$ cat src/rtl/core/brcsum_pkg.sv
package brcsum_pkg;

   localparam logic [7:0]  ALPHA_STEP   = 8'd17;
   localparam logic [7:0]  BETA_STEP    = 8'd31;
   localparam logic [8:0]  FIRST_OFFSET = 9'd7;
   localparam logic [16:0] MODULUS      = 17'd65535;

   typedef struct packed {
      logic [15:0] prev_term;
      logic [15:0] cur_term;
      logic [7:0]  alpha_acc;
      logic [7:0]  beta_acc;
      logic        first_pending;
   } term_state_type;

   localparam term_state_type STATE_RESET = '{
      prev_term:     16'd1,
      cur_term:      16'd0,
      alpha_acc:     ALPHA_STEP,
      beta_acc:      BETA_STEP,
      first_pending: 1'b1
   };

   // 2^16 = 1 mod 65535, so fold the high part onto the low part
   function automatic logic [15:0] fold_mod(input logic [24:0] value);
      logic [16:0] sum;
      logic [16:0] red;
      begin
         sum = {8'd0, value[24:16]} + {1'b0, value[15:0]};
         red = (sum >= MODULUS) ? (sum - MODULUS) : sum;
         return red[15:0];
      end
   endfunction

   // (1 - d) mod 65535 for d already reduced
   function automatic logic [15:0] wrap_neg(input logic [15:0] dm);
      logic [16:0] tmp;
      begin
         if (dm == 16'd0) begin
            tmp = 17'd1;
         end else if (dm == 16'd1) begin
            tmp = 17'd0;
         end else begin
            tmp = 17'h10000 - {1'b0, dm};
         end
         return tmp[15:0];
      end
   endfunction

endpackage

$ cat src/rtl/core/brcsum_req_if.sv
interface brcsum_req_if;
   logic       valid;
   logic       ready;
   logic [7:0] data_byte;
   logic       is_last;

   modport source (output valid, output data_byte, output is_last, input ready);
   modport sink   (input valid, input data_byte, input is_last, output ready);
endinterface

$ cat src/rtl/core/brcsum_rsp_if.sv
interface brcsum_rsp_if;
   logic        valid;
   logic        ready;
   logic [15:0] checksum;

   modport source (output valid, output checksum, input ready);
   modport sink   (input valid, input checksum, output ready);
endinterface

$ cat src/rtl/core/byte_recurrence_checksum_mod65535.sv
// Recurrence checksum over a byte message, modulo 65535.
// req_chan carries one message byte per request with is_last marking the
// final byte; rsp_chan carries one checksum per message, after its last byte.
// Both channels use valid/ready; a transfer happens on a clock edge with
// both high.
// Throughput: one byte per cycle while no last byte waits for the output
// register. The loop through the term registers (two small multiplies, a
// compare/subtract and a fold by 2^16 = 1 mod 65535) is combinational.
// Path: a taken request goes into the input register; from there the term
// update happens, and for a last byte the checksum is loaded into the output
// register, from which it is valid on rsp_chan until it is taken.
// Reset (synchronous, active high) empties both registers and returns the
// terms to their start values; the next byte is treated as a first byte.
// When the receiver stalls, the checksum holds in the output register.
// Bytes that are not last keep flowing; a last byte waits in the input
// register until the output register frees, and req_chan.ready drops then.
module byte_recurrence_checksum_mod65535 (
   input  logic              clock,
   input  logic              reset,
   brcsum_req_if.sink        req_chan,
   brcsum_rsp_if.source      rsp_chan
);

   logic                       in_valid_ff;
   logic                       in_valid_in;
   logic [7:0]                 in_byte_ff;
   logic                       in_last_ff;
   logic                       in_advance;
   logic                       req_take;

   brcsum_pkg::term_state_type state_ff;
   brcsum_pkg::term_state_type state_in;
   brcsum_pkg::term_state_type state_step;

   logic                       out_valid_ff;
   logic                       out_valid_in;
   logic [15:0]                out_sum_ff;

   brcsum_step u_step (
      .state_cur  (state_ff),
      .data_byte  (in_byte_ff),
      .state_next (state_step)
   );

   assign in_advance = in_valid_ff && !(in_last_ff && out_valid_ff && !rsp_chan.ready);
   assign req_chan.ready = !in_valid_ff || in_advance;
   assign req_take = req_chan.valid && req_chan.ready;

   assign in_valid_in = req_take || (in_valid_ff && !in_advance);

   always_comb begin
      state_in = state_ff;
      if (in_advance) begin
         state_in = in_last_ff ? brcsum_pkg::STATE_RESET : state_step;
      end
   end

   always_comb begin
      out_valid_in = out_valid_ff && !rsp_chan.ready;
      if (in_advance && in_last_ff) begin
         out_valid_in = 1'b1;
      end
   end

   always_ff @(posedge clock) begin
      if (reset) begin
         in_valid_ff  <= 1'b0;
         out_valid_ff <= 1'b0;
         state_ff     <= brcsum_pkg::STATE_RESET;
      end else begin
         in_valid_ff  <= in_valid_in;
         out_valid_ff <= out_valid_in;
         state_ff     <= state_in;
      end
   end

   always_ff @(posedge clock) begin
      if (req_take) begin
         in_byte_ff <= req_chan.data_byte;
         in_last_ff <= req_chan.is_last;
      end
      if (in_advance && in_last_ff) begin
         out_sum_ff <= state_step.cur_term;
      end
   end

   assign rsp_chan.valid    = out_valid_ff;
   assign rsp_chan.checksum = out_sum_ff;

   // a last byte always produces a pending checksum
   assert property (@(posedge clock) disable iff (reset)
      in_advance && in_last_ff |=> rsp_chan.valid)
      else $error("last byte did not produce a checksum");

   // the terms restart after a message ends
   assert property (@(posedge clock) disable iff (reset)
      in_advance && in_last_ff |=> state_ff.first_pending && state_ff.prev_term == 16'd1)
      else $error("terms not restarted after last byte");

   // reduced values never reach the modulus
   assert property (@(posedge clock) disable iff (reset)
      rsp_chan.valid |-> rsp_chan.checksum != 16'hFFFF)
      else $error("checksum out of range");

   // a last byte never overwrites a checksum that is still waiting
   assert property (@(posedge clock) disable iff (reset)
      out_valid_ff && !rsp_chan.ready |=> $stable(out_sum_ff))
      else $error("pending checksum overwritten");

endmodule

$ cat src/rtl/core/brcsum_step.sv
module brcsum_step (
   input  brcsum_pkg::term_state_type state_cur,
   input  logic [7:0]                 data_byte,
   output brcsum_pkg::term_state_type state_next
);

   logic [8:0]  coef_sum;
   logic [24:0] plus_prod;
   logic [24:0] minus_prod;
   logic [24:0] pos_diff;
   logic [24:0] neg_diff;
   logic [15:0] new_term;

   assign coef_sum   = {1'b0, data_byte} + {1'b0, state_cur.alpha_acc};
   assign plus_prod  = 25'(coef_sum) * 25'(state_cur.cur_term);
   assign minus_prod = 25'(state_cur.beta_acc) * 25'(state_cur.prev_term);
   assign pos_diff   = plus_prod - minus_prod;
   assign neg_diff   = minus_prod - plus_prod;

   always_comb begin
      if (plus_prod >= minus_prod) begin
         new_term = brcsum_pkg::fold_mod(pos_diff);
      end else begin
         new_term = brcsum_pkg::wrap_neg(brcsum_pkg::fold_mod(neg_diff));
      end
   end

   always_comb begin
      if (state_cur.first_pending) begin
         state_next.prev_term     = 16'd1;
         state_next.cur_term      = 16'({1'b0, data_byte} + brcsum_pkg::FIRST_OFFSET);
         state_next.alpha_acc     = state_cur.alpha_acc;
         state_next.beta_acc      = state_cur.beta_acc;
         state_next.first_pending = 1'b0;
      end else begin
         state_next.prev_term     = state_cur.cur_term;
         state_next.cur_term      = new_term;
         state_next.alpha_acc     = state_cur.alpha_acc + brcsum_pkg::ALPHA_STEP;
         state_next.beta_acc      = state_cur.beta_acc + brcsum_pkg::BETA_STEP;
         state_next.first_pending = 1'b0;
      end
   end

endmodule
$ cat src/flat_wrapper.sv
// flat-port wrapper written by rule: the top's interface ports become plain ports
module byte_recurrence_checksum_mod65535_flat 
  (clock, reset, req_chan_valid, req_chan_data_byte, req_chan_is_last, req_chan_ready, rsp_chan_valid, rsp_chan_checksum, rsp_chan_ready);
  brcsum_req_if req_chan_i ();
  brcsum_rsp_if rsp_chan_i ();
  input  logic clock;
  input  logic reset;
  input wire logic [$bits(req_chan_i.valid)-1:0] req_chan_valid;
  input wire logic [$bits(req_chan_i.data_byte)-1:0] req_chan_data_byte;
  input wire logic [$bits(req_chan_i.is_last)-1:0] req_chan_is_last;
  output wire logic [$bits(req_chan_i.ready)-1:0] req_chan_ready;
  output wire logic [$bits(rsp_chan_i.valid)-1:0] rsp_chan_valid;
  output wire logic [$bits(rsp_chan_i.checksum)-1:0] rsp_chan_checksum;
  input wire logic [$bits(rsp_chan_i.ready)-1:0] rsp_chan_ready;
  assign req_chan_i.valid = req_chan_valid;
  assign req_chan_i.data_byte = req_chan_data_byte;
  assign req_chan_i.is_last = req_chan_is_last;
  assign req_chan_ready = req_chan_i.ready;
  assign rsp_chan_valid = rsp_chan_i.valid;
  assign rsp_chan_checksum = rsp_chan_i.checksum;
  assign rsp_chan_i.ready = rsp_chan_ready;
  byte_recurrence_checksum_mod65535 u_core (.clock(clock), .reset(reset), .req_chan(req_chan_i), .rsp_chan(rsp_chan_i));
endmodule
$ cat config.mk
export PLATFORM = sky130hd
export DESIGN_NAME = byte_recurrence_checksum_mod65535_flat
export DESIGN_NICKNAME = d
export VERILOG_FILES = /design/src/rtl/core/brcsum_pkg.sv /design/src/rtl/core/brcsum_req_if.sv /design/src/rtl/core/brcsum_rsp_if.sv /design/src/rtl/core/byte_recurrence_checksum_mod65535.sv /design/src/rtl/core/brcsum_step.sv /design/src/flat_wrapper.sv
export SDC_FILE = /design/constraint.sdc
export NUM_CORES = 1
export LEC_CHECK = 0
export ABC_CLOCK_PERIOD_IN_PS = 13530
export BUFFER_PORTS_ARGS = -buffer_cell sky130_fd_sc_hd__buf_2
export CAP_MARGIN = 40
export CELL_PAD_IN_SITES_DETAIL_PLACEMENT = 0
export CELL_PAD_IN_SITES_GLOBAL_PLACEMENT = 1
export CORE_ASPECT_RATIO = 0.7
export CORE_UTILIZATION = 40
export CTS_CLUSTER_DIAMETER = 80
export DETAILED_ROUTE_END_ITERATION = 8
export PLACE_DENSITY_LB_ADDON = 0.1
export SLEW_MARGIN = 20
export SYNTH_ARGS = -nofsm -noshare
export SYNTH_HDL_FRONTEND = slang
export SYNTH_SLANG_ARGS = --single-unit
$ cat constraint.sdc
create_clock -name clock -period 13.53 [get_ports clock]
set_input_delay 2.706 -clock clock [delete_from_list [all_inputs] [get_ports clock]]
set_output_delay 2.706 -clock clock [all_outputs]
set_load 0.01 [all_outputs]
==> results of run 1 <==
-- registers in the layout, indices dropped and copies added, names as in the netlist --
name                      count
u_core.in_valid_ff            1
u_core.in_last_ff             1
u_core.in_byte_ff             8
u_core.state_ff              49
u_core.rsp_chan.valid         1
u_core.rsp_chan.checksum     16
-- synthesized netlist by cell type (all sizes together) (27+ instances only) --
master and count:
o21ai 65, and2 147, xor2 50, nand2b 33, a21oi 106, xnor2 104, nand2 212, fa 188
clkbuf 71, nor2 117, dfxtp 51, inv 273, nor3 35, a21o 47, nand3 27, ha 172
-- layout make-up --
| class | instances | share of cell area, % |
|---|---|---|
| Multi-Input combinational cell | 1611 | 76.4 |
| Sequential cell | 76 | 9.83 |
| Inverter | 273 | 5.69 |
| Tap cell | 544 | 3.78 |
| Timing Repair Buffer | 65 | 2.55 |
| Clock buffer | 9 | 1.25 |
| Clock inverter | 7 | 0.542 |
-- routing by layer --
| layer | wire [um] | part of all wire (%) |
|---|---|---|
| met1 | 27800 | 50 |
| met4 | 502 | 0.91 |
| met2 | 22900 | 41 |
| met5 | 0 | 0 |
| met3 | 4010 | 7.3 |
-- worst min path at each step --
stage,to,slack [ns],cells past startpoint
5_1_grt,u_core.state_ff[7]$_SDFFE_PP0P_,0.55,1
6_report,u_core.state_ff[7]$_SDFFE_PP0P_,0.50,1
3_5_place_dp,u_core.state_ff[15]$_SDFFE_PP0P_,0.54,2
2_1_floorplan,u_core.state_ff[47]$_SDFFE_PP0P_,0.46,2
3_3_place_gp,u_core.state_ff[15]$_SDFFE_PP0P_,0.54,2
4_1_cts,u_core.state_ff[15]$_SDFFE_PP0P_,0.56,2
-- cell families (layout without fill, tap and decap cells) --
group,count (synthesis),in the layout,synth area share [%]
simple gates,675,675,20.3
compound gates,411,411,16.9
buf+inv,365,354,8.32
fa+ha+maj,360,360,35.0
xor+xnor,154,154,8.19
flops,76,76,10.5
mux,11,11,0.689
-- what timing repair did --
item / 4_1_cts / 5_1_grt
endpoints found under the hold margin: 0 / 0
setup endpoints to repair: 0 / 32
gates resized for setup: 0 / 8
setup buffers: 0 / 3
-- metrics by stage --
step	cell area (sq um)	setup slack (ns)
floorplan	16900	2.06
global placement	17500	0.753
detailed placement	17600	0.520
CTS	17900	0.439
global route	18000	0.0370
finish	18000	0.906
==> metrics.yaml, run 1 <==
ff2ff_path_depth: 47
grt_busiest_layer: "met1"
crit_type: "reg -> reg"
ctsLongestPathBuffers: 2
drt-total-wl_um: 55200
required_ns: 13.64
fin_setup_tns_ns: 0
worst_slew_pin_slew_ns: 0.883
start_util_pct: 40.9
maxCapViolCount: 0
dp_hpwl_um: 45000
avgSynthCellArea_sq_um: 8.23
routabilityCongestion: 0.940
critPathBufInv: 3
r2r-start: "u_core.state_ff[10]$_SDFFE_PP0P_"
die_x_um: 248
drt-pass1-iter-count: 7
grt.met3_usage_pct: 4.20
slowest_stage: "fa_1"
rows: 62
synth_edf_count: 25
crit_cells: 47
top_level_ports: 31
yosysTopAreaCell: "fa_1"
synth_fp_nets: 2425
grt_overflow: 0
synth_area_leaders: "fa_1, ha_1, inv_1, dfxtp_1, and2_1"
hold_ws_ns: 0.502
crit_end: "u_core.rsp_chan.checksum[7]$_DFFE_PP_"
layout-drive-gt1-share_pct: 6.76
yosysWarnings: 0
synthToLayoutAreaGrowth_pct: 6.74
n_antenna_cell: 0
crit_path_max_incr_delay_ns: 0.54
clock_sinks: 76
finalNonFillerCells: 2585
seq_area_sq_um: 1770
cts_tree: "yes"
synth.cell_area_sq_um: 16900
period_minus_slack_ns: 12.62
finalSetupViolCount: 0
async_reset_ff_share_pct: 0
die_area_sq_um: 43000
ant_nets: 0
rsz0062_at_grt: "false"
viasPerCell: 5.55
portBuffers: 30
startpoint: "u_core.state_ff[10]$_SDFFE_PP0P_"
post-route-util_pct: 43.7
critPathTopFamily: "compound AO/OA/AOI/OAI gates"
final_max_slew_viol_count: 0
grt_max_degree: 26
clockRootBuffer: "clkbuf_16"
hold_path.class: "reg -> reg"
max_freq_mhz: 79.2
layout_commonest_cell: "inv_1"
final_cell_mix: "inv_1, nand2_1, fa_1"
multi_input_area_sq_um: 13800
nFillCells: 4173
cts_buffers: 9
synth-seq-cells: 76
core_sq_um: 41300
grt_util_met2_pct: 37.8
synth_top_area_share_pct: 22.3
grt_pass1_wl_um: 86600
grtUsageTotal_pct: 26.3
clk_pin_slew_ns: 0.07
yosysSeqAreaShare_pct: 10.5
slew_headroom_pct: 40.9
worstSetupStartpointType: "register"
status: "finished clean"
wl_per_cell_um: 21.4
crit_path_frequent_cell: "a21oi_1"
grt_pass1_vias: 14085
cp.arrival_ns: 12.73
syn_inst: 2052
cts_hold_buf: 0
r2r_setup_slack_ns: 0.91
r2r-end: "u_core.rsp_chan.checksum[7]$_DFFE_PP_"
route.detailed.drc: 0
die_h_um: 174
use_met1_pct: 41.8
critPathMaxFanout: 9
antenna_found_initial: 0
synth.distinct_cells: 93
end_kind: "register"
via_count: 14358
ys.flop_type: "dfxtp_1"
htreeDepth: 3
finalCritPeriodShare_pct: 93.3
nets: 2409
skew_ns: 0.00902
worstHoldStart: "u_core.state_ff[7]$_SDFFE_PP0P_"
place_inst: 2563
hold_violations: 0
dr.first_iter.drc_count: 1075
clock_latency_ns: 0.35
Power of run 1 is left out: the tool's default activity adds up to more than one toggle a clock period on the data nets, which glitch-free logic cannot reach.
==> inputs of run 2 (changes only) <==
Settings changed: CORE_UTILIZATION 40 to 26.
==> run 2 against run 1 <==
Effect of this change: global-route usage shrank 6.8 points; highest routed layer unchanged; count of clock-buffer cells in the layout is the same; clock skew grew 0.0091 ns.
==> metrics.yaml, run 2 (synthesized netlist as in run 1, its figures left out) <==
die_x_um: 307
hold_violations: 0
top_register: "u_core.state_ff"
rows: 77
dp_hpwl_um: 52400
finalCritPeriodShare_pct: 93.4
via_count: 14320
start_util_pct: 26.5
die_area_sq_um: 66000
dp_worst_setup_slack_ns: 0.883
hold_path.class: "reg -> reg"
grt_pass1_vias: 14585
grt_pass1_wl_um: 96700
drt-total-wl_um: 62900
clk_pin_slew_ns: 0.07
dr.first_iter.drc_count: 957
wl_per_cell_um: 21.5
viasPerCell: 4.89
layout_commonest_cell: "inv_1"
worst_slew_pin_slew_ns: 0.838
cts_tree: "yes"
crit_path_max_incr_delay_ns: 0.66
crit_type: "reg -> reg"
fin_setup_tns_ns: 0
top_level_ports: 31
layout-drive-gt1-share_pct: 7.59
nFillCells: 6918
max_freq_mhz: 79.2
antenna_found_initial: 0
final_cell_mix: "inv_1, nand2_1, fa_1"
grt_max_degree: 26
grtUsageTotal_pct: 19.6
synthToLayoutAreaGrowth_pct: 9.64
die_h_um: 215
drt-pass1-iter-count: 5
core_sq_um: 63700
grt_overflow: 0
critPathMaxFanout: 16
place_inst: 2906
slowest_stage: "xnor2_1"
rsz0062_at_grt: "false"
largest_register_ffs: 49
portBuffers: 30
routabilityCongestion: 0.871
worstSetupStartpointType: "register"
clockRootBuffer: "clkbuf_16"
nets: 2424
ant_nets: 0
htreeDepth: 3
period_minus_slack_ns: 12.63
skew_ns: 0.0182
cts_buffers: 9
cp.arrival_ns: 12.76
clock_sinks: 76
clock_latency_ns: 0.38
setup_ws_ns: 0.897
postCtsSetupBuffers: 0
route.detailed.drc: 0
status: "finished clean"
required_ns: 13.66
ctsLongestPathBuffers: 2
finalSetupViolCount: 0
end_kind: "register"
final_max_slew_viol_count: 0
finalNonFillerCells: 2926
slew_headroom_pct: 43.7
maxCapViolCount: 0
==> run 2: changes by cell type in the layout (fill, tap and decap cells not counted), sizes merged <==
| cell | previous run | this run |
|---|---|---|
| clkinvlp | 1 | 2 |
| clkinv | 2 | 4 |
| clkbuf | 9 | 10 |
| inv | 275 | 274 |
| bufinv | 2 | 0 |
| buf | 65 | 79 |
| diode | 0 | 1 |
==> run 2: critical path: cells and delay by family (launching register included) <==
kind / cells / cell delay, ns
AOI/OAI and AO/OA: 17 / 3.88
xor gates and xnor gates: 3 / 1.02
adders and majority gates: 9 / 3.96
buffers and inverters: 6 / 0.59
DFF: 1 / 0.43
and+or+nand+nor: 9 / 2.48
==> run 2: timing repair <==
action	in CTS	in global routing
hold buffers	0	0
endpoints found under the hold margin	0	0
setup endpoints to repair	0	32
resized for setup	0	10
==> run 2: layout make-up <==
class	instances	area [sq um]	share of cell area, %
Antenna cell	1	2.50	0.0135
Clock buffer	9	225	1.22
Clock inverter	7	51.3	0.277
Inverter	273	1020	5.54
Multi-Input combinational cell	1611	13800	74.4
Sequential cell	76	1770	9.57
Tap cell	869	1090	5.87
Timing Repair Buffer	80	577	3.12
==> run 2: through the flow <==
stage                     util [%]  hold slack (ns)  cell area [sq um]
after floorplan                  -            0.464              16900
after global placement        28.3            0.500              18000
after detailed placement      28.5            0.506              18100
after CTS                     28.9            0.524              18400
after global routing          29.1            0.529              18500
final                         29.1            0.526              18500
==> run 2: layer usage <==
metal / global-route usage [%] / routed length, um
met1: 30.6 / 33400
met2: 27.5 / 25100
met3: 4.22 / 3730
met4: 2.40 / 588
met5: 0 / 0
==> run 2: worst paths after layout <==
path | endpoint | startpoint | slack (ns) | cells after the start
min reg2reg | u_core.state_ff[25]$_SDFFE_PP0P_ | u_core.state_ff[25]$_SDFFE_PP0P_ | 0.53 | 1
max reg2reg | u_core.rsp_chan.checksum[7]$_DFFE_PP_ | u_core.state_ff[9]$_SDFFE_PP1P_ | 0.90 | 44
min | u_core.state_ff[25]$_SDFFE_PP0P_ | u_core.state_ff[25]$_SDFFE_PP0P_ | 0.53 | 1
max | u_core.rsp_chan.checksum[7]$_DFFE_PP_ | u_core.state_ff[9]$_SDFFE_PP1P_ | 0.90 | 44
Power of run 2 is left out for the same reason.
==> inputs of run 3 (changes only) <==
Settings changed: CELL_PAD_IN_SITES_DETAIL_PLACEMENT 0 to 2, CELL_PAD_IN_SITES_GLOBAL_PLACEMENT 1 to 2, CORE_ASPECT_RATIO 0.7 to not set.
==> run 3 against run 2 <==
Effect of this change: first-iteration DRC count fell by 34%; sequential share of layout area barely moved; count of clock-buffer cells in the layout rose by 1; largest cell class unchanged; cell area fell by 0.28%; final cell count fell by 0.92%.
==> metrics.yaml, run 3 (synthesized netlist as in run 1, its figures left out) <==
status: "finished clean"
drt-pass1-iter-count: 5
route.detailed.drc: 0
layout-drive-gt1-share_pct: 7.19
ctsLongestPathBuffers: 2
clk_pin_slew_ns: 0.07
crit_path_max_incr_delay_ns: 0.55
fin_setup_tns_ns: 0
dp_hpwl_um: 57000
final_cell_mix: "inv_1, nand2_1, fa_1"
drt-total-wl_um: 66700
core_sq_um: 64300
critPathTopFamily: "compound AO/OA/AOI/OAI gates"
routabilityCongestion: 0.830
cp.arrival_ns: 12.95
grt_pass1_vias: 16398
worst_slew_pin_slew_ns: 0.845
layout_commonest_cell: "inv_1"
crit_path_frequent_cell: "a21oi_1"
end_kind: "register"
die_area_sq_um: 65900
hold_path.class: "reg -> reg"
crit_type: "reg -> reg"
antenna_found_initial: 0
rows: 93
crit_cells: 48
viasPerCell: 5.02
cts_tree: "yes"
rsz0062_at_grt: "false"
dr.first_iter.drc_count: 629
required_ns: 13.79
critPathBufInv: 3
hold_violations: 0
final_max_slew_viol_count: 0
grt_pass1_wl_um: 103000
worstSetupStartpointType: "register"
start_util_pct: 26.2
whs_path_depth: 2
max_freq_mhz: 78.8
ff2ff_path_depth: 48
finalSetupViolCount: 0
top_level_ports: 31
finalCritPeriodShare_pct: 93.8
synthToLayoutAreaGrowth_pct: 9.33
n_antenna_cell: 0
cts_buffers: 9
maxCapViolCount: 0
clock_latency_ns: 0.38
skew_ns: 0.0158
wl_per_cell_um: 23.0
slew_headroom_pct: 43.6
ant_nets: 0
die_h_um: 257
top_register: "u_core.state_ff"
nets: 2412
largest_register_ffs: 49
clockRootBuffer: "clkbuf_16"
critPathMaxFanout: 16
die_x_um: 257
place_inst: 2878
slowest_stage: "fa_1"
grtUsageTotal_pct: 20.6
grt_max_degree: 26
grt_overflow: 0
period_minus_slack_ns: 12.69
clock_sinks: 76
finalNonFillerCells: 2899
htreeDepth: 3
via_count: 14567
portBuffers: 30
run 3: changes by cell type in the layout (fill, tap and decap cells not counted), moves of 2 or more:
cell        before  now
buf_4           40   32
buf_8            7    5
bufinv_16        0    2
clkinvlp_4       2    0
nor3_2           4    2
run 3: worst register-to-register path: cells and delay by family (launching register included):
kind	cells	cell delay, ns
XOR/XNOR	4	1.22
AO/OA/AOI/OAI	18	4.11
AND/OR/NAND/NOR	14	2.70
flip-flops	1	0.45
adder cells (fa/ha/maj)	9	3.73
buffers and inverters	3	0.37
run 3: worst paths after layout:
kind | startpoint | endpoint | slack (ns)
hold reg to reg | u_core.state_ff[2]$_SDFFE_PP1P_ | u_core.state_ff[2]$_SDFFE_PP1P_ | 0.52
setup reg to reg | u_core.state_ff[10]$_SDFFE_PP0P_ | u_core.state_ff[25]$_SDFFE_PP0P_ | 0.84
hold / removal | u_core.state_ff[2]$_SDFFE_PP1P_ | u_core.state_ff[2]$_SDFFE_PP1P_ | 0.52
setup / recovery | u_core.state_ff[10]$_SDFFE_PP0P_ | u_core.state_ff[25]$_SDFFE_PP0P_ | 0.84
run 3: metal layers:
| layer | wire [um] | track usage [%] | share of wire, % | vias to the layer above |
|---|---|---|---|---|
| met1 | 31300 | 27.4 | 47 | 7611 |
| met2 | 32900 | 36.4 | 49 | 129 |
| li1 | - | - | - | 6780 |
| met3 | 1260 | 1.76 | 1.9 | 47 |
| met4 | 1220 | 4.08 | 1.8 | 0 |
| met5 | 0 | 0 | 0 | - |
run 3: through the flow:
stage,setup slack [ns],util (%),area [sq um],hold slack (ns)
finish,0.838,28.7,18500,0.516
global route,0.0295,28.7,18500,0.571
CTS,0.208,28.5,18300,0.607
detailed placement,0.261,28.0,18000,0.590
global placement,0.558,27.9,17900,0.563
floorplan,2.06,-,16900,0.464
run 3: cell type report:
type	count	area (sq um)
clock inverter	6	87.6
inverter	273	1020
tap	855	1070
sequential	76	1770
fill	7366	45900
clock buffer	10	229
timing repair buffer	68	477
multi-input combinational	1611	13800
run 3: repair_timing:
| item | in CTS | in global routing |
|---|---|---|
| setup endpoints to repair | 0 | 32 |
| setup buffers | 0 | 2 |
| gates resized for setup | 0 | 14 |
| hold buffers | 0 | 0 |
Power of run 3 is left out for the same reason.
